$ cat config.mk
export PLATFORM = sky130hd
export DESIGN_NAME = dns_query_classifier_core
export DESIGN_NICKNAME = d
export VERILOG_FILES = /design/src/rtl/core/dqc_pkg.sv /design/src/rtl/core/dqc_front.sv /design/src/rtl/core/dqc_queue.sv /design/src/rtl/core/dqc_back.sv /design/src/rtl/core/dns_query_classifier_core.sv
export VERILOG_INCLUDE_DIRS = /design/src /design/src/rtl/core
export SDC_FILE = /design/constraint.sdc
export NUM_CORES = 1
export LEC_CHECK = 0
export BUFFER_PORTS_ARGS = -buffer_cell sky130_fd_sc_hd__buf_2
export CAP_MARGIN = 20
export CORE_MARGIN = 5
export CORE_UTILIZATION = 35
export CTS_BUF_LIST = sky130_fd_sc_hd__clkbuf_4 sky130_fd_sc_hd__clkbuf_8
export DETAILED_ROUTE_END_ITERATION = 7
export GPL_TIMING_DRIVEN = 1
export HOLD_SLACK_MARGIN = 0.03
export PLACE_DENSITY = 0.62
export SYNTH_ARGS = -nofsm -noshare
export SYNTH_HDL_FRONTEND = slang
export SYNTH_HIERARCHICAL = 1
export SYNTH_SLANG_ARGS = --single-unit
$ cat constraint.sdc
create_clock -name clk -period 5.23 [get_ports clk]
set_input_delay 0.7845 -clock clk [delete_from_list [all_inputs] [get_ports clk]]
set_output_delay 0.7845 -clock clk [all_outputs]
set_load 0.1 [all_outputs]
$ cat src/rtl/core/dns_query_classifier_core_assert.svh
// Assertion macros shared by the classifier core.
`ifndef DNS_QUERY_CLASSIFIER_CORE_ASSERT_SVH
`define DNS_QUERY_CLASSIFIER_CORE_ASSERT_SVH

// Same-cycle implication, disabled while reset is asserted.
`define DQC_ASSERT_IMPLY(label, clk, rst_n, ante, cons, msg) \
	label: assert property (@(posedge clk) disable iff (!(rst_n)) (ante) |-> (cons)) \
		else $error(msg);

// Next-cycle implication, disabled while reset is asserted.
`define DQC_ASSERT_NEXT(label, clk, rst_n, ante, cons, msg) \
	label: assert property (@(posedge clk) disable iff (!(rst_n)) (ante) |=> (cons)) \
		else $error(msg);

`endif

$ cat src/rtl/core/dqc_pkg.sv
// Types and constants shared by the DNS query classifier core.
package dqc_pkg;

	localparam int MAX_PACKET  = 512;
	localparam int NAME_LIMIT  = 256;
	localparam int QUEUE_DEPTH = 2;

	localparam int POS_W = $clog2(MAX_PACKET + 1);
	localparam int DC_W  = $clog2(NAME_LIMIT);
	localparam int SUM_W = $clog2(NAME_LIMIT + 64);

	localparam int HDR_BYTES = 12;
	localparam int MIN_QUERY = 17;
	localparam int QTAIL_BYTES = 4;

	localparam int VERDICT_W = 2;
	localparam int FLAGS_W   = 16;
	localparam int QSZ_W     = 10;
	localparam int NLEN_W    = 9;
	localparam int SEEN_W    = 32;
	localparam int OUT_W     = VERDICT_W + FLAGS_W + QSZ_W + NLEN_W + SEEN_W;
	localparam int OUT_TDATA_W = ((OUT_W + 7) / 8) * 8;
	localparam int OUT_PAD_W   = OUT_TDATA_W - OUT_W;
	localparam int CALC_W = (POS_W + 1 > QSZ_W) ? POS_W + 1 : QSZ_W;

	localparam logic [15:0] FLAG_QR      = 16'h8000;
	localparam logic [15:0] FLAG_AA      = 16'h0400;
	localparam logic [15:0] FLAG_RA      = 16'h0080;
	localparam logic [15:0] FLAG_RD      = 16'h0100;
	localparam logic [15:0] RCODE_NOTIMP = 16'h0004;
	localparam logic [7:0]  PTR_BITS     = 8'hC0;
	localparam logic [15:0] TYPE_A       = 16'd1;
	localparam logic [15:0] TYPE_AAAA    = 16'd28;
	localparam logic [15:0] CLASS_IN     = 16'd1;
	localparam logic [15:0] QDCOUNT_ONE  = 16'd1;

	localparam int FLAGS_HI_POS = 2;
	localparam int FLAGS_LO_POS = 3;
	localparam int QDC_HI_POS   = 4;
	localparam int QDC_LO_POS   = 5;
	localparam int QR_BIT       = 15;
	localparam int RD_BIT       = 8;

	typedef enum logic [1:0] {
		NAME_LEN,
		NAME_LABEL,
		NAME_DONE
	} name_state_t;

	typedef enum logic [VERDICT_W-1:0] {
		VERDICT_DROP,
		VERDICT_NOTIMP,
		VERDICT_EMPTY,
		VERDICT_RESOLVE
	} verdict_t;

	typedef struct packed {
		logic              counted;
		verdict_t          verdict;
		logic              rd;
		logic [POS_W-1:0]  name_end;
	} summary_t;

	typedef struct packed {
		logic full;
		logic valid;
	} q_stat_t;

endpackage

$ cat src/rtl/core/dqc_front.sv
// Byte parser: tracks header and question of one packet and classifies it at the last byte.
module dqc_front (
	input  logic              clk,
	input  logic              arst_n,
	input  logic              s_tvalid,
	output logic              s_tready,
	input  logic [7:0]        s_tdata,   // data_byte[7:0]
	input  logic              s_tlast,
	input  dqc_pkg::q_stat_t  q_stat,
	output logic              push,
	output dqc_pkg::summary_t push_entry
);
	import dqc_pkg::*;

	logic [POS_W-1:0]   pos_q, pos_n;
	logic [15:0]        flags_q, flags_n;
	logic [15:0]        qdc_q, qdc_n;
	logic [5:0]         lrem_q, lrem_n;
	logic [DC_W-1:0]    dchars_q, dchars_n;
	logic [POS_W-1:0]   nend_q, nend_n;
	name_state_t        nstate_q, nstate_n;
	logic [31:0]        tcw_q, tcw_n;
	logic               bad_q, bad_n;

	logic               accept;
	logic               take;
	logic               in_name;
	logic               is_zero;
	logic               is_ptr;
	logic               over;
	logic               start_label;
	logic [POS_W-1:0]   tail_off;
	logic               counted;
	logic               ok;
	logic [15:0]        qtype;
	logic [15:0]        qclass;
	verdict_t           verdict;

	assign s_tready = !q_stat.full;
	assign accept   = s_tvalid && s_tready;
	assign take     = pos_q < POS_W'(MAX_PACKET);
	assign in_name  = take && (pos_q >= POS_W'(HDR_BYTES)) && !bad_q;
	assign is_zero  = s_tdata == 8'h00;
	assign is_ptr   = (s_tdata & PTR_BITS) != 8'h00;
	assign over     = (SUM_W'(dchars_q) + SUM_W'(s_tdata[5:0]) + SUM_W'(1))
		>= SUM_W'(NAME_LIMIT);
	assign start_label = in_name && (nstate_q == NAME_LEN) && !is_zero && !is_ptr && !over;
	assign tail_off = pos_q - nend_q;

	always_comb begin
		nstate_n = nstate_q;
		case (nstate_q)
			NAME_LEN: begin
				if (in_name && is_zero) begin
					nstate_n = NAME_DONE;
				end else if (start_label) begin
					nstate_n = NAME_LABEL;
				end
			end
			NAME_LABEL: begin
				if (in_name && lrem_q == 6'd1) begin
					nstate_n = NAME_LEN;
				end
			end
			NAME_DONE: nstate_n = NAME_DONE;
			default:   nstate_n = NAME_LEN;
		endcase
	end

	always_comb begin
		pos_n    = take ? pos_q + POS_W'(1) : pos_q;
		flags_n  = flags_q;
		qdc_n    = qdc_q;
		lrem_n   = lrem_q;
		dchars_n = dchars_q;
		nend_n   = nend_q;
		tcw_n    = tcw_q;
		bad_n    = bad_q;
		if (take && (pos_q == POS_W'(FLAGS_HI_POS) || pos_q == POS_W'(FLAGS_LO_POS))) begin
			flags_n = {flags_q[7:0], s_tdata};
		end
		if (take && (pos_q == POS_W'(QDC_HI_POS) || pos_q == POS_W'(QDC_LO_POS))) begin
			qdc_n = {qdc_q[7:0], s_tdata};
		end
		if (in_name && nstate_q == NAME_LEN && !is_zero && (is_ptr || over)) begin
			bad_n = 1'b1;
		end
		if (in_name && nstate_q == NAME_LEN && is_zero) begin
			nend_n = pos_q + POS_W'(1);
		end
		if (start_label) begin
			dchars_n = dchars_q + DC_W'(dchars_q != '0) + DC_W'(s_tdata[5:0]);
			lrem_n   = s_tdata[5:0];
		end
		if (in_name && nstate_q == NAME_LABEL) begin
			lrem_n = lrem_q - 6'd1;
		end
		if (in_name && nstate_q == NAME_DONE && tail_off < POS_W'(QTAIL_BYTES)) begin
			tcw_n = {tcw_q[23:0], s_tdata};
		end
	end

	assign counted = pos_n >= POS_W'(MIN_QUERY);
	assign qtype   = tcw_n[31:16];
	assign qclass  = tcw_n[15:0];
	assign ok = counted && !flags_n[QR_BIT] && (qdc_n == QDCOUNT_ONE) && !bad_n &&
		(nstate_n == NAME_DONE) &&
		((POS_W + 1)'(nend_n) + (POS_W + 1)'(QTAIL_BYTES) <= (POS_W + 1)'(pos_n));

	always_comb begin
		if (!ok) begin
			verdict = VERDICT_DROP;
		end else if (qclass != CLASS_IN || (qtype != TYPE_A && qtype != TYPE_AAAA)) begin
			verdict = VERDICT_NOTIMP;
		end else if (qtype == TYPE_AAAA) begin
			verdict = VERDICT_EMPTY;
		end else begin
			verdict = VERDICT_RESOLVE;
		end
	end

	assign push = accept && s_tlast;
	assign push_entry = '{counted: counted, verdict: verdict,
		rd: flags_n[RD_BIT], name_end: nend_n};

	always_ff @(posedge clk or negedge arst_n) begin
		if (!arst_n) begin
			pos_q    <= '0;
			flags_q  <= '0;
			qdc_q    <= '0;
			lrem_q   <= '0;
			dchars_q <= '0;
			nend_q   <= '0;
			nstate_q <= NAME_LEN;
			tcw_q    <= '0;
			bad_q    <= 1'b0;
		end else if (accept && s_tlast) begin
			pos_q    <= '0;
			flags_q  <= '0;
			qdc_q    <= '0;
			lrem_q   <= '0;
			dchars_q <= '0;
			nend_q   <= '0;
			nstate_q <= NAME_LEN;
			tcw_q    <= '0;
			bad_q    <= 1'b0;
		end else if (accept) begin
			pos_q    <= pos_n;
			flags_q  <= flags_n;
			qdc_q    <= qdc_n;
			lrem_q   <= lrem_n;
			dchars_q <= dchars_n;
			nend_q   <= nend_n;
			nstate_q <= nstate_n;
			tcw_q    <= tcw_n;
			bad_q    <= bad_n;
		end
	end

endmodule

$ cat src/rtl/core/dqc_queue.sv
// Short queue of packet summaries between the parser and the reply stage.
module dqc_queue (
	input  logic              clk,
	input  logic              arst_n,
	input  logic              push,
	input  dqc_pkg::summary_t push_entry,
	input  logic              pop,
	output dqc_pkg::q_stat_t  q_stat,
	output dqc_pkg::summary_t head
);
	import dqc_pkg::*;

	localparam int PTR_W = (QUEUE_DEPTH > 1) ? $clog2(QUEUE_DEPTH) : 1;
	localparam int CNT_W = $clog2(QUEUE_DEPTH + 1);

	summary_t          ent_q [QUEUE_DEPTH];
	logic [PTR_W-1:0]  wr_ptr_q;
	logic [PTR_W-1:0]  rd_ptr_q;
	logic [CNT_W-1:0]  cnt_q;

	assign q_stat.full  = cnt_q == CNT_W'(QUEUE_DEPTH);
	assign q_stat.valid = cnt_q != '0;
	assign head = ent_q[rd_ptr_q];

	always_ff @(posedge clk) begin
		if (push) begin
			ent_q[wr_ptr_q] <= push_entry;
		end
	end

	always_ff @(posedge clk or negedge arst_n) begin
		if (!arst_n) begin
			wr_ptr_q <= '0;
			rd_ptr_q <= '0;
			cnt_q    <= '0;
		end else begin
			if (push) begin
				wr_ptr_q <= (wr_ptr_q == PTR_W'(QUEUE_DEPTH - 1)) ? '0 : wr_ptr_q + PTR_W'(1);
			end
			if (pop) begin
				rd_ptr_q <= (rd_ptr_q == PTR_W'(QUEUE_DEPTH - 1)) ? '0 : rd_ptr_q + PTR_W'(1);
			end
			if (push && !pop) begin
				cnt_q <= cnt_q + CNT_W'(1);
			end else if (pop && !push) begin
				cnt_q <= cnt_q - CNT_W'(1);
			end
		end
	end

endmodule

$ cat src/rtl/core/dqc_back.sv
// Reply stage: builds flags and sizes, counts queries and holds the output register.
module dqc_back (
	input  logic                              clk,
	input  logic                              arst_n,
	input  dqc_pkg::q_stat_t                  q_stat,
	input  dqc_pkg::summary_t                 head,
	output logic                              pop,
	output logic                              m_tvalid,
	input  logic                              m_tready,
	output logic [dqc_pkg::OUT_TDATA_W-1:0]   m_tdata
);
	import dqc_pkg::*;

	logic                 m_tvalid_q;
	verdict_t             verdict_q;
	logic [FLAGS_W-1:0]   flags_q;
	logic [QSZ_W-1:0]     qsz_q;
	logic [NLEN_W-1:0]    nlen_q;
	logic [SEEN_W-1:0]    seen_q;
	logic [SEEN_W-1:0]    count_q;

	logic                 load;
	logic [SEEN_W-1:0]    count_n;
	logic [15:0]          rd_flag;
	logic [FLAGS_W-1:0]   flags_d;
	logic [CALC_W-1:0]    qsz_full;
	logic [CALC_W-1:0]    nlen_full;
	logic                 keep;

	assign load    = q_stat.valid && (!m_tvalid_q || m_tready);
	assign pop     = load;
	assign count_n = count_q + SEEN_W'(head.counted);
	assign rd_flag = head.rd ? FLAG_RD : 16'h0000;
	assign keep    = head.verdict != VERDICT_DROP;
	assign qsz_full  = CALC_W'(head.name_end) + CALC_W'(QTAIL_BYTES);
	assign nlen_full = CALC_W'(head.name_end) - CALC_W'(HDR_BYTES);

	always_comb begin
		case (head.verdict)
			VERDICT_DROP:    flags_d = '0;
			VERDICT_NOTIMP:  flags_d = FLAG_QR | FLAG_RA | rd_flag | RCODE_NOTIMP;
			VERDICT_EMPTY:   flags_d = FLAG_QR | FLAG_RA | rd_flag;
			VERDICT_RESOLVE: flags_d = FLAG_QR | FLAG_AA | FLAG_RA | rd_flag;
			default:         flags_d = '0;
		endcase
	end

	always_ff @(posedge clk) begin
		if (load) begin
			verdict_q <= head.verdict;
			flags_q   <= flags_d;
			qsz_q     <= keep ? qsz_full[QSZ_W-1:0] : '0;
			nlen_q    <= keep ? nlen_full[NLEN_W-1:0] : '0;
			seen_q    <= count_n;
		end
	end

	always_ff @(posedge clk or negedge arst_n) begin
		if (!arst_n) begin
			m_tvalid_q <= 1'b0;
			count_q    <= '0;
		end else begin
			if (load) begin
				m_tvalid_q <= 1'b1;
				count_q    <= count_n;
			end else if (m_tready) begin
				m_tvalid_q <= 1'b0;
			end
		end
	end

	assign m_tvalid = m_tvalid_q;
	assign m_tdata  = {{OUT_PAD_W{1'b0}}, seen_q, nlen_q, qsz_q, flags_q, verdict_q};

endmodule

$ cat src/rtl/core/dns_query_classifier_core.sv
// Top level of the DNS query classifier: parser, summary queue and reply stage.
//
// channel  dir  handshake          payload
// s_*      in   s_tvalid/s_tready  s_tdata = data_byte, s_tlast = last
// m_*      out  m_tvalid/m_tready  m_tdata = verdict, reply_flags, question_size,
//                                            name_wire_length, queries_seen
//
// One byte per cycle while s_tready is high; the parser updates its state on each accepted byte.
// A result passes from the last byte of its packet through the queue and then the output register.
// The two-entry summary queue sets the stall: s_tready falls only while it is full.
// Reset clears the parser, queue pointers, output valid and the query counter.
`include "dns_query_classifier_core_assert.svh"

module dns_query_classifier_core (
	input  logic                             clk,
	input  logic                             arst_n,
	input  logic                             s_tvalid,
	output logic                             s_tready,
	input  logic [7:0]                       s_tdata,   // data_byte[7:0]
	input  logic                             s_tlast,
	output logic                             m_tvalid,
	input  logic                             m_tready,
	output logic [dqc_pkg::OUT_TDATA_W-1:0]  m_tdata    // verdict[1:0], reply_flags[17:2],
	                                                    // question_size[27:18],
	                                                    // name_wire_length[36:28],
	                                                    // queries_seen[68:37], zeros above
);
	import dqc_pkg::*;

	logic      push;
	summary_t  push_entry;
	logic      pop;
	q_stat_t   q_stat;
	summary_t  head;

	dqc_front u_front (
		.clk        (clk),
		.arst_n     (arst_n),
		.s_tvalid   (s_tvalid),
		.s_tready   (s_tready),
		.s_tdata    (s_tdata),
		.s_tlast    (s_tlast),
		.q_stat     (q_stat),
		.push       (push),
		.push_entry (push_entry)
	);

	dqc_queue u_queue (
		.clk        (clk),
		.arst_n     (arst_n),
		.push       (push),
		.push_entry (push_entry),
		.pop        (pop),
		.q_stat     (q_stat),
		.head       (head)
	);

	dqc_back u_back (
		.clk      (clk),
		.arst_n   (arst_n),
		.q_stat   (q_stat),
		.head     (head),
		.pop      (pop),
		.m_tvalid (m_tvalid),
		.m_tready (m_tready),
		.m_tdata  (m_tdata)
	);

	`DQC_ASSERT_IMPLY(a_no_push_full, clk, arst_n, push, !q_stat.full, "push into full queue")
	`DQC_ASSERT_NEXT(a_push_visible, clk, arst_n, push, q_stat.valid, "pushed summary lost")
	`DQC_ASSERT_IMPLY(a_drop_zero, clk, arst_n, m_tvalid && (m_tdata[1:0] == VERDICT_DROP), m_tdata[36:2] == '0, "drop carries nonzero fields")
	`DQC_ASSERT_IMPLY(a_aa_resolve, clk, arst_n, m_tvalid, m_tdata[12] == (m_tdata[1:0] == VERDICT_RESOLVE), "AA flag mismatch")

endmodule

## Word level (Yosys, flattened, before mapping)

Memory sizes are Yosys's and may differ from the RTL's.
Cells that the tools add are included.

- Bits in writable memories: 28
- Bits of input ports: 13
- Bits in registers: 201
- Word-level logic and storage cells: 160
- Memories: 1

- Equality and inequality tests: 17
- Mux-type cells: 44
- Reduce and logical (&&, ||, !) cells: 57
- Add/subtract/negate cells: 15
- $lt $le $gt $ge: 6

Memory list:

| memory | depth | width | read ports | clocked after Yosys merged registers in | wr ports | RTL line | text |
|---|---|---|---|---|---|---|---|
| u_queue.ent_q | 2 | 14 | 1 | 0 | 1 | dqc_queue.sv:16 | `summary_t ent_q [QUEUE_DEPTH];` |

Operators by type and width:

| kind | count |
|---|---|
| $mux W16 | 6 |
| $mux W32 | 3 |
| $pmux W16 S4 | 1 |
| $mux W10 | 6 |
| $add A32 B1 Y32 | 1 |
| $ne A16 B1 Y1 const B | 2 |
| $logic_and A1 B1 Y1 | 26 |
| $mux W6 | 4 |
| $mux W8 | 3 |
| $eq A10 B2 Y1 const B | 2 |
| $eq A10 B3 Y1 const B | 2 |
| $mux W2 | 9 |
| $eq A16 B1 Y1 const B | 1 |
| $eq A16 B5 Y1 const B | 1 |
| $ne A16 B5 Y1 const B | 1 |
| $reduce_bool A8 Y1 | 2 |
| $reduce_bool A2 Y1 | 7 |
| $add A10 B3 Y11 const B | 1 |
| $le A11 B10 Y1 | 1 |
| $add A10 B1 Y10 const B | 1 |
| $add A10 B3 Y10 const B | 1 |
| $eq A2 B2 Y1 const B | 5 |
| $ge A10 B4 Y1 const B | 1 |
| $ge A10 B5 Y1 const B | 1 |
| 24 further kinds | 51 |

## Logic depth before layout (Yosys ltp)

Gate-level depths: netlist (run 1).

- Depth after elaboration: 14
- Depth in mapped cells: 17
- Mapped depth without buffers: 15

## Hierarchy

Netlist (run 1), hierarchy kept.

By module, submodules not included:

| module | cells an instance | area each (um2) | instances |
|---|---|---|---|
| dqc_front | 589 | 5708.0 | 1 |
| dqc_back | 333 | 4098.9 | 1 |
| dqc_queue | 60 | 1252.5 | 1 |

## Worst setup path after synthesis (run 1)

OpenSTA, ideal clock, no wires.

- Path type: input to register
- From: input port s_tdata[1]
- To: memory u_queue/ent_q[0][11] in the netlist's numbering, data pin
- Setup time: 0.197 ns
- Data required time: 5.033 ns
- Path buffers: 1
- Cell stages on the path: 16
- Arrival time: 4.149 ns
- Path slack: 0.884 ns
- Path through: nor4_2 nand3_1 nor4_4 buf_6 mux2_2 ha_1 nand2_1 nor2_1 xnor2_1 ha_1 nand4_1 nor3_1 o211ai_1 nor4_1 nand4_1 nor4_1

RTL lines:

| what | RTL line | text |
|---|---|---|
| from (decl) | dns_query_classifier_core.sv:19 | `input logic [7:0] s_tdata,` |
| to (decl) | dqc_queue.sv:16 |  |

==> results.md, run 1 <==
* Maximum clock skew at final layout at about 0.02 ns
* Ys async rst share at 0.609
* Max clock buf depth at 3
* Number of antenna violations at the first check in global routing at 0
* CTS resizes at 0
* Remaining global-route overflow at 0
* Maximum number of pins on one net before global-route repair at 69
* Pwr Density at between 500 and 600 nW/um^2
* Gate count of the mapped netlist at between 900 and 1000
* Max transition margin at 0.252
* Met1 global-route usage at 0.187
* Peak clock frequency supported by timing at around 210 MHz
* Library cell with the largest summed area after synthesis: sky130_fd_sc_hd__dfrtp_1
* Tmin final at roughly 4.7 ns
* Detailed-route vias per instance at between 5 and 6
* Highest ir drop seen on vdd at a little under 0.3 mV
* Share of cells above drive strength 1 at 0.215
* CTS Buf Count at 36
* Master of the slowest instance on the critical path: sky130_fd_sc_hd__dfrtp_1
* CTS sink count at about 210
* Routing layer with the top usage in global route: met2
* WL final at roughly 25000 um
* Prevailing post-synth register cell: sky130_fd_sc_hd__dfrtp_1
* Vias in the first global route at slightly below 8000
* Final non-filler cell total at 1485
* DRC errors left at 0
* Number of buffers added to fix hold violations after cts at 0
* Most frequent cell after synthesis: sky130_fd_sc_hd__dfrtp_1
* Total Routing Usage GR at 0.138
* Global routing usage on met3 at 0.0302
* Total power after layout at roughly 6.4 mW
* Max-slew violation count at 0
* Count of input and output buffers at between 70 and 80
* Worst-Margin Slew at between 1 and 1.5 ns
* Synthesized cell area at between 10000 and 15000 um^2
* Fillcell total at 3025
* DR iter-0 viols at 515
* Height of the chip at 188 um
* Critical path fanouts, max at 13
* Clk root buf: sky130_fd_sc_hd__clkbuf_8
* Synth area leaders: sky130_fd_sc_hd__dfrtp_1, sky130_fd_sc_hd__edfxtp_1, sky130_fd_sc_hd__xnor2_1
* Core Area at roughly 31000 um^2
* CP Data Arrival Time at between 5 and 6 ns
* Top post-synthesis cells by count: sky130_fd_sc_hd__dfrtp_1, sky130_fd_sc_hd__edfxtp_1, sky130_fd_sc_hd__xnor2_1
* FF+latch count, synth at about 210
* # nets final at 1108
* I/O pins at between 80 and 90
* Yosys top cell area share at 0.285
* Leakage power at between 5 and 6 nW
* Startpoint type of the worst setup path: register
* HPWL after detailed placement at 17600 um
* Max cap viols at 0
* Layout overhead on the synthesized area at 12.6%
* Post-Syn Area per Cell at around 11 um^2
* Number of hold violations in the final report at 0
* Cell Count Post-Placement at ~1400
* Count of inserted antenna diode cells at 0
* Total negative slack for setup checks at 0 ns
* Clock latency at the later pin of the worst-skew pair at around 0.53 ns
* Required time of the critical path at about 5.5 ns
* Number of library cell types mapped by synthesis at between 80 and 90
* Post-CTS Repair Setup Buffers at 0
* Hold slack at 0.364 ns
* DIE AREA at around 35000 um^2
* Pre-Repair DR Iteration Count at 5
* Area occupied by multi-input gates at between 4000 and 5000 um^2
* ANT nets after route at 0
* CTS tree: done
* Synth Warn # at 6
* Worst hold-check path type: primary input to asynchronous set/reset pin
* FF+latch area at ~5600 um^2
* Fraction of met2 tracks used by global routing at 0.226
* H-tree depth at 2
* EDFF count, synth at 81
* Delay of the slowest cell on the worst path at around 0.59 ns
* Total buffers and inverters traversed by the critical path at 1
* Rows at 65
* Critical path capture point type: register
* Status: finished, final reports clean
* Cell family with most CP delay: simple AND/OR/NAND/NOR gates
* Global-route wire length before repair at 40700 um
* Ordered cell list for the critical path: nor2_1 -> a311o_2 -> nor4_4 -> buf_4 -> mux2_2 -> ha_1 -> nand2_1 -> nor2_1 -> xnor2_1 -> ha_1 -> nand4_1 -> nor3_1 -> o211ai_1 -> nor4_1 -> nand4_1 -> nor4_1
* Die W at approximately 190 um
* Start-to-end type of the worst setup path: register to register
* Share of the clock period used by the worst path at 0.905
* Clock-pin transition on the worst setup and hold timing paths at approximately 0.060 ns
* Final GP Congestion at ~0.87
* Routed length per placed instance at ~17 um
* Starting Density at 0.352
* RSZ-0062 raised after global routing: false
* Setup-violating endpoint count in the final report at 0
* Sequential fraction of the synthesis area at 0.505
* Via count of the routed design at slightly below 8000
==> final cells by class <==
type,count,share of cell area
clock buffer,58,0.0556
clock inverter,7,0.00382
inverter,36,0.0109
multi-input combinational,687,0.400
sequential,207,0.449
tap,402,0.0404
timing repair buffer,88,0.0404
==> power by group <==
part	total, mW	switching, mW	internal [mW]
registers	2.24	0.186	2.06
clock network	1.49	0.649	0.845
logic	2.65	2.12	0.527
==> metrics by stage <==
step | cell area (um^2) | setup slack, ns | util
2_1_floorplan | 11100 | 0.884 | -
3_3_place_gp | 11700 | 0.382 | 0.372
3_5_place_dp | 11700 | 0.163 | 0.373
5_1_grt | 12400 | 0.296 | 0.397
6_report | 12400 | 0.495 | 0.397
4_1_cts | 12400 | 0.595 | 0.396
==> final timing paths <==
kind	from	endpoint	slack, ns	cells after the start
hold / removal	arst_n	u_front/dchars_q[4]$_DFFE_PN0P_	0.36	1
max in group asynchronous	arst_n	u_back/count_q[12]$_DFFE_PN0P_	3.72	2
min in group clk	u_queue/cnt_q[1]$_DFFE_PN0P_	u_queue/cnt_q[1]$_DFFE_PN0P_	0.48	1
hold reg to reg	u_queue/cnt_q[1]$_DFFE_PN0P_	u_queue/cnt_q[1]$_DFFE_PN0P_	0.48	1
setup / recovery	u_front/pos_q[5]$_DFFE_PN0P_	u_queue/ent_q[0][11]$_DFFE_PP_	0.50	16
setup reg to reg	u_front/pos_q[5]$_DFFE_PN0P_	u_queue/ent_q[0][11]$_DFFE_PP_	0.50	16
==> placed cells by master, fill, tap and decap left out, types with 10 or more instances in the layout <==
cell type / n
sky130_fd_sc_hd__conb_1: 14
sky130_fd_sc_hd__xor2_1: 34
sky130_fd_sc_hd__inv_1: 36
sky130_fd_sc_hd__mux2_2: 10
sky130_fd_sc_hd__and3_1: 18
sky130_fd_sc_hd__nor4_1: 14
sky130_fd_sc_hd__ha_1: 37
sky130_fd_sc_hd__a22o_1: 18
sky130_fd_sc_hd__nand2b_1: 10
sky130_fd_sc_hd__nand3_1: 33
sky130_fd_sc_hd__clkbuf_8: 41
sky130_fd_sc_hd__nor2_1: 54
sky130_fd_sc_hd__buf_4: 16
sky130_fd_sc_hd__nand2_1: 67
sky130_fd_sc_hd__a22o_2: 27
sky130_fd_sc_hd__a21oi_1: 24
sky130_fd_sc_hd__nor2b_1: 16
sky130_fd_sc_hd__dfrtp_1: 126
sky130_fd_sc_hd__buf_2: 71
sky130_fd_sc_hd__edfxtp_1: 81
sky130_fd_sc_hd__clkbuf_4: 17
sky130_fd_sc_hd__xnor2_1: 69
sky130_fd_sc_hd__nand4_1: 29
sky130_fd_sc_hd__nor3_1: 29
sky130_fd_sc_hd__o21ai_0: 41
sky130_fd_sc_hd__mux2i_1: 10
==> registers in the layout (all words and copies together) (netlist names), 6 cells and up <==
signal / cells
u_back/count_q: 32
u_back/qsz_q: 10
u_back/seen_q: 32
u_front/dchars_q: 8
u_front/lrem_q: 6
u_front/nend_q: 10
u_front/pos_q: 10
u_front/qdc_q: 16
u_front/tcw_q: 32
u_queue/ent_q: 28
==> metal layers <==
metal,share of wire,vias up
met5,0,-
met4,0.023,0
met3,0.055,51
met2,0.46,219
met1,0.46,3773
li1,-,3695
==> logic make-up after synthesis <==
| logic type | count (synthesis) | synth area share |
|---|---|---|
| AO/OA/AOI/OAI | 170 | 0.114 |
| XOR/XNOR | 103 | 0.0816 |
| adder cells (fa/ha/maj) | 39 | 0.0455 |
| buffers and inverters | 101 | 0.0491 |
| flip-flops | 207 | 0.505 |
| multiplexers | 30 | 0.0325 |
| other | 1 | 0.000339 |
| AND/OR/NAND/NOR | 331 | 0.172 |
==> worst register-to-register path: stages (launching register included) <==
cell,delay [ns]
sky130_fd_sc_hd__dfrtp_1,0.59
sky130_fd_sc_hd__nor2_1,0.11
sky130_fd_sc_hd__a311o_2,0.48
sky130_fd_sc_hd__nor4_4,0.14
sky130_fd_sc_hd__buf_4,0.27
sky130_fd_sc_hd__mux2_2,0.42
sky130_fd_sc_hd__ha_1,0.22
sky130_fd_sc_hd__nand2_1,0.15
sky130_fd_sc_hd__nor2_1,0.07
sky130_fd_sc_hd__xnor2_1,0.15
sky130_fd_sc_hd__ha_1,0.31
sky130_fd_sc_hd__nand4_1,0.11
sky130_fd_sc_hd__nor3_1,0.31
sky130_fd_sc_hd__o211ai_1,0.16
sky130_fd_sc_hd__nor4_1,0.38
sky130_fd_sc_hd__nand4_1,0.22
sky130_fd_sc_hd__nor4_1,0.42
(Power assumes the default switching activity.)
==> inputs of run 2 (changes only) <==
Settings changed: PLACE_DENSITY 0.62 to 0.54.
==> results.md, run 2 (synthesis results as in run 1) <==
* CTS sink count at 207 (unchanged)
* Worst hold-check path type: primary input to asynchronous set/reset pin
* Detailed-route vias per instance at 5.15 (-1.2%)
* HPWL after detailed placement at 18200 um (+3.6%)
* Vias in the first global route at 7862 (+0.87%)
* Rows at 65 (unchanged)
* H-tree depth at 2 (unchanged)
* Core Area at 31400 um^2 (unchanged)
* Count of inserted antenna diode cells at 0 (unchanged)
* Cell Count Post-Placement at 1431 (+0.85%)
* Commonest cells after routing, fill and taps aside: sky130_fd_sc_hd__dfrtp_1, sky130_fd_sc_hd__edfxtp_1, sky130_fd_sc_hd__buf_2, sky130_fd_sc_hd__xnor2_1, sky130_fd_sc_hd__nand2_1
* DRC errors left at 0 (unchanged)
* CP Data Arrival Time at 4.84 ns (-0.20 ns)
* Ordered cell list for the critical path: buf_2 -> nor4_2 -> nand3_1 -> nor4_4 -> buf_4 -> mux2_2 -> ha_1 -> nand2_1 -> nor2_1 -> xnor2_1 -> ha_1 -> nand4_1 -> nor3_1 -> o211ai_1 -> nor4_1 -> nand4_1 -> nor4_1
* DIE AREA at 35300 um^2 (unchanged)
* Maximum number of pins on one net before global-route repair at 81 (+17%)
* Total Routing Usage GR at 0.144 (+0.00555)
* Height of the chip at 188 um (unchanged)
* RSZ-0062 raised after global routing: false
* Critical path fanouts, max at 13 (unchanged)
* Remaining global-route overflow at 0 (unchanged)
* ANT nets after route at 0 (unchanged)
* Most common cell after layout, fill and taps aside: sky130_fd_sc_hd__dfrtp_1
* CTS tree: done
* Count of input and output buffers at 72 (unchanged)
* Leakage power at 5.38 nW (+2.1%)
* Required time of the critical path at 5.54 ns (about the same)
* Clk root buf: sky130_fd_sc_hd__clkbuf_8
* Starting Density at 0.352 (unchanged)
* Master of the slowest instance on the critical path: sky130_fd_sc_hd__nor4_1
* Critical path capture point type: register
* Share of cells above drive strength 1 at 0.226 (+0.0113)
* Number of buffers added to fix hold violations after cts at 0 (unchanged)
* WL final at 25700 um (+3.3%)
* Delay of the slowest cell on the worst path at 0.45 ns (-0.14 ns)
* DR iter-0 viols at 463 (-10%)
* Pre-Repair DR Iteration Count at 5 (unchanged)
* Via count of the routed design at 7750 (+0.16%)
* Worst-Margin Slew at 1.17 ns (+0.0506 ns)
* Startpoint type of the worst setup path: primary input
* Final GP Congestion at 0.890 (+2.0%)
* Pwr Density at 519 nW/um^2 (+1.2%)
* I/O pins at 87 (unchanged)
* Total negative slack for setup checks at 0 ns (unchanged)
* Max-slew violation count at 0 (unchanged)
* Routed length per placed instance at 17.1 um (+1.8%)
* Total power after layout at 6.55 mW (+2.7%)
* Share of the clock period used by the worst path at 0.866 (-0.0391)
* Peak clock frequency supported by timing at 221 MHz (+4.5%)
* Max cap viols at 0 (unchanged)
* Max transition margin at 0.213 (-0.0386)
* Maximum clock skew at final layout at 0.0160 ns (-0.00443 ns)
* Start-to-end type of the worst setup path: primary input to register
* Post-CTS Repair Setup Buffers at 0 (unchanged)
* Layout overhead on the synthesized area at 14.2%
* Die W at 188 um (unchanged)
* Highest ir drop seen on vdd at 0.347 mV (+16%)
* CTS Buf Count at 41 (+14%)
* Number of hold violations in the final report at 0 (unchanged)
* Tmin final at 4.53 ns (-0.204 ns)
* Final standard cell utilization of the core at 0.402 (+0.00566)
* Max clock buf depth at 3 (unchanged)
* Clock-pin transition on the worst setup and hold timing paths at 0.06 ns (about the same)
* Setup-violating endpoint count in the final report at 0 (unchanged)
* Top flop regs: u_back/count_q: 32 flops, u_back/seen_q: 32 flops, u_front/tcw_q: 32 flops
* Global-route wire length before repair at 42200 um (+3.7%)
* Fillcell total at 3087 (+2.0%)
* Final non-filler cell total at 1506 (+1.4%)
* CTS resizes at 0 (unchanged)
* Number of antenna violations at the first check in global routing at 0 (unchanged)
* Clock latency at the later pin of the worst-skew pair at 0.53 ns (about the same)
* Status: finished, final reports clean
* # nets final at 1124 (+1.4%)
run 2: cell types whose count changed in the layout (fill, tap and decap cells not counted), moves of 2 or more:
cell | before | now
sky130_fd_sc_hd__buf_4 | 16 | 26
sky130_fd_sc_hd__buf_6 | 0 | 2
sky130_fd_sc_hd__clkbuf_4 | 17 | 19
sky130_fd_sc_hd__clkbuf_8 | 41 | 45
sky130_fd_sc_hd__clkinv_1 | 0 | 4
run 2: per-layer routing:
metal	global-route usage	wire (um)	vias to the layer above
met1	0.198	12100	3799
met4	0.0392	546	0
li1	-	-	3738
met2	0.234	12000	168
met3	0.0281	1120	45
met5	0	0	-
run 2: critical path, delay by kind of cell:
family                     cells  cell delay [ns]
xor gates and xnor gates       1             0.12
AOI/OAI and AO/OA              1             0.15
and+or+nand+nor               10             2.43
buffers and inverters          2             0.41
adders and majority gates      2             0.51
muxes                          1             0.42
run 2: layout make-up:
type                            instances  area [um^2]  share of cell area
Sequential cell                       207         5590               0.442
Tap cell                              402          503              0.0398
Multi-Input combinational cell        687         4980               0.395
Inverter                               36          135              0.0107
Timing Repair Buffer                   99          573              0.0454
Clock buffer                           64          762              0.0603
Clock inverter                         11         85.1             0.00674
run 2: path summary, 6_finish.rpt:
path	startpoint	end	slack, ns	depth (start not counted)
hold / removal	arst_n	u_front/qdc_q[10]$_DFFE_PN0P_	0.32	1
min in group clk	u_queue/cnt_q[1]$_DFFE_PN0P_	u_queue/cnt_q[1]$_DFFE_PN0P_	0.48	1
hold reg to reg	u_queue/cnt_q[1]$_DFFE_PN0P_	u_queue/cnt_q[1]$_DFFE_PN0P_	0.48	1
max in group asynchronous	arst_n	u_front/nstate_q[0]$_DFFE_PN0P_	3.77	2
setup reg to reg	u_front/pos_q[9]$_DFFE_PN0P_	u_queue/ent_q[1][11]$_DFFE_PP_	0.80	16
setup / recovery	s_tdata[1]	u_queue/ent_q[1][11]$_DFFE_PP_	0.70	17
run 2: stage by stage:
step                      setup slack, ns  area (um^2)  hold WS (ns)
after detailed placement            0.210        11800         0.473
final                               0.700        12600         0.324
after floorplan                     0.884        11100         0.446
after global placement              0.307        11800         0.467
after CTS                           0.783        12600         0.353
after global routing                0.483        12600         0.372
run 2: where the power goes:
part	switching, mW	internal [mW]	total, mW
sequential	0.153	2.06	2.21
combinational	2.15	0.535	2.68
clock	0.685	0.979	1.66
==> inputs of run 3 (changes only) <==
--- a/config.mk
+++ b/config.mk
@@ -10,3 +10,3 @@
 export CAP_MARGIN = 20
-export CORE_MARGIN = 5
+export CORE_MARGIN = 2
 export CORE_UTILIZATION = 35
--- a/constraint.sdc
+++ b/constraint.sdc
@@ -3,2 +3,2 @@
 set_output_delay 0.7845 -clock clk [all_outputs]
-set_load 0.1 [all_outputs]
+set_load 0.01 [all_outputs]
==> results.md, run 3 (synthesis results as in run 1) <==
* Status: finished, final reports clean
* Maximum number of pins on one net before global-route repair at 48 (-41%)
* Clock group share of total power at 0.309 (+0.055)
* Cell Count Post-Placement at 1430 (-0.070%)
* Count of input and output buffers at 72 (unchanged)
* Via count of the routed design at 7704 (-0.59%)
* Most common cell after layout, fill and taps aside: sky130_fd_sc_hd__dfrtp_1
* Switching share of power at 0.324 (-0.131)
* CP Data Arrival Time at 4.72 ns (-0.12 ns)
* Vias in the first global route at 7617 (-3.1%)
* Max-slew violation count at 0 (unchanged)
* Tmin final at 4.38 ns (-0.150 ns)
* Area occupied by multi-input gates at 4980 um^2 (unchanged)
* Rows at 65 (unchanged)
* DIE AREA at 33000 um^2 (-6.3%)
* ANT nets after route at 0 (unchanged)
* Switching pwr at 1.67 mW (-44%)
* # nets final at 1121 (-0.27%)
* Number of hold violations in the final report at 0 (unchanged)
* CTS resizes at 0 (unchanged)
* Critical path fanouts, max at 13 (unchanged)
* Height of the chip at 182 um (-3.2%)
* Required time of the critical path at 5.57 ns (+0.03 ns)
* DRC errors left at 0 (unchanged)
* Start-to-end type of the worst setup path: primary input to register
* Max cap viols at 0 (unchanged)
* Routing layer with the top usage in global route: met2
* Maximum clock skew at final layout at 0.0263 ns (+0.0103 ns)
* Total Routing Usage GR at 0.154 (+0.0103)
* Commonest cells after routing, fill and taps aside: sky130_fd_sc_hd__dfrtp_1, sky130_fd_sc_hd__edfxtp_1, sky130_fd_sc_hd__buf_2, sky130_fd_sc_hd__xnor2_1, sky130_fd_sc_hd__nand2_1
* Clk root buf: sky130_fd_sc_hd__clkbuf_8
* Final standard cell utilization of the core at 0.402 (about the same)
* Clock-pin transition on the worst setup and hold timing paths at 0.06 ns (about the same)
* Worst slack at placement at 0.283 ns (+0.0728 ns)
* Setup-violating endpoint count in the final report at 0 (unchanged)
* DR iter-0 viols at 502 (+8.4%)
* Routed length per placed instance at 16.9 um (-1.3%)
* Clock latency at the later pin of the worst-skew pair at 0.54 ns (about the same)
* Startpoint type of the worst setup path: primary input
* WL final at 25300 um (-1.7%)
* Remaining global-route overflow at 0 (unchanged)
* Worst-Margin Slew at 1.10 ns (-0.0630 ns)
* Global routing usage on met3 at 0.0277 (-0.000431)
* Ordered cell list for the critical path: buf_2 -> nor4_2 -> nand3_1 -> nor4_4 -> buf_12 -> mux2_2 -> ha_1 -> nand2_1 -> nor2_1 -> xnor2_1 -> ha_1 -> nand4_1 -> nor3_1 -> o211ai_1 -> nor4_1 -> nand4_1 -> nor4_1
* Max transition margin at 0.256 (+0.0425)
* P_int at 3.49 mW (-2.2%)
* Peak clock frequency supported by timing at 228 MHz (+3.4%)
* RSZ-0062 raised after global routing: false
* Detailed-route vias per instance at 5.14 (-0.13%)
* Highest ir drop seen on vdd at 0.186 mV (-46%)
* CTS sink count at 207 (unchanged)
* Global-route wire length before repair at 41000 um (-2.7%)
* Fraction of power consumed by combinational cells at 0.257 (-0.152)
* Number of antenna violations at the first check in global routing at 0 (unchanged)
* CTS tree: done
* Fin worst setup slack at 0.849 ns (+0.150 ns)
* Worst hold-check path type: primary input to asynchronous set/reset pin
* Fillcell total at 3046 (-1.3%)
* Master of the slowest instance on the critical path: sky130_fd_sc_hd__nor4_1
* Share of cells above drive strength 1 at 0.222 (-0.00402)
* FF+latch area at 5590 um^2 (unchanged)
* Share of the clock period used by the worst path at 0.838 (-0.0286)
* Critical path capture point type: register
* Leakage power at 5.35 nW (-0.54%)
* CTS Buf Count at 39 (-4.9%)
* Final non-filler cell total at 1499 (-0.46%)
* H-tree depth at 2 (unchanged)
* HPWL after detailed placement at 18100 um (-0.42%)
* Pwr Density at 410 nW/um^2 (-21%)
* Die W at 182 um (-3.2%)
* Total negative slack for setup checks at 0 ns (unchanged)
* Starting Density at 0.353 (+0.000915)
* Sequential cell fraction of total power at 0.434 (+0.097)
* Fraction of met2 tracks used by global routing at 0.253 (+0.0196)
* Final GP Congestion at 0.863 (-3.0%)
* Top flop regs: u_back/count_q: 32 flops, u_back/seen_q: 32 flops, u_front/tcw_q: 32 flops
* I/O pins at 87 (unchanged)
* Core Area at 31300 um^2 (-0.26%)
* Pre-Repair DR Iteration Count at 4 (-1)
* Met1 global-route usage at 0.210 (+0.0117)
* Count of inserted antenna diode cells at 0 (unchanged)
* Delay of the slowest cell on the worst path at 0.41 ns (-0.04 ns)
* Number of buffers added to fix hold violations after cts at 0 (unchanged)
* Post-CTS Repair Setup Buffers at 0 (unchanged)
* Max clock buf depth at 3 (unchanged)
* Layout overhead on the synthesized area at 13.8%
[run 3: cell types whose count changed in the layout (fill, tap and decap cells not counted), sizes merged]
cell,previous run,this run
inv,38,39
clkbuf,64,53
buf,99,98
clkinv,8,12
[run 3: worst max-delay path: cells and delay by family]
kind            cells  cell delay, ns
compound gates      1            0.14
fa+ha+maj           2            0.52
simple gates       10            2.41
xor+xnor            1            0.12
buf+inv             2            0.34
mux                 1            0.39
[run 3: path summary, 6_finish.rpt]
kind / start / slack (ns) / endpoint / depth (start not counted)
setup / recovery: s_tdata[1] / 0.85 / u_queue/ent_q[1][11]$_DFFE_PP_ / 17
min in group clk: u_front/flags_q[0]$_DFFE_PN0P_ / 0.49 / u_front/flags_q[0]$_DFFE_PN0P_ / 2
hold reg to reg: u_front/flags_q[0]$_DFFE_PN0P_ / 0.49 / u_front/flags_q[0]$_DFFE_PN0P_ / 2
setup reg to reg: u_front/pos_q[1]$_DFFE_PN0P_ / 0.91 / u_queue/ent_q[1][11]$_DFFE_PP_ / 15
hold / removal: arst_n / 0.24 / u_back/count_q[8]$_DFFE_PN0P_ / 1
max in group asynchronous: arst_n / 3.90 / u_front/qdc_q[12]$_DFFE_PN0P_ / 2
[run 3: metal layers]
layer | vias to the layer above | part of all wire
met4 | 0 | 0.016
met1 | 3770 | 0.47
li1 | 3733 | -
met3 | 36 | 0.046
met2 | 165 | 0.47
met5 | - | 0
[run 3: final cells by class]
type	instances	share of cell area
repair buffers	98	0.0456
clock inverters	16	0.00915
clock buffers	53	0.0545
multi-input cells	687	0.396
inverters	36	0.0107
well taps	402	0.0400
flip-flops and latches	207	0.444
[run 3: power groups by stage]
stage / Clock (mW) / Combinational (mW) / Sequential [mW]
floorplan: 0 / 0.892 / 2.30
CTS: 1.66 / 1.34 / 2.25
finish: 1.60 / 1.32 / 2.24
global route: 1.73 / 1.47 / 2.28
global placement: 0 / 1.32 / 2.27
detailed placement: 0 / 1.34 / 2.28
[run 3: metrics by stage]
| stage | hold WS, ns | power, mW | cell area [um^2] |
|---|---|---|---|
| 2_1_floorplan | 0.446 | 3.19 | 11100 |
| 3_3_place_gp | 0.463 | 3.59 | 11800 |
| 3_5_place_dp | 0.477 | 3.61 | 11800 |
| 4_1_cts | 0.233 | 5.25 | 12600 |
| 5_1_grt | 0.267 | 5.48 | 12600 |
| 6_report | 0.243 | 5.16 | 12600 |
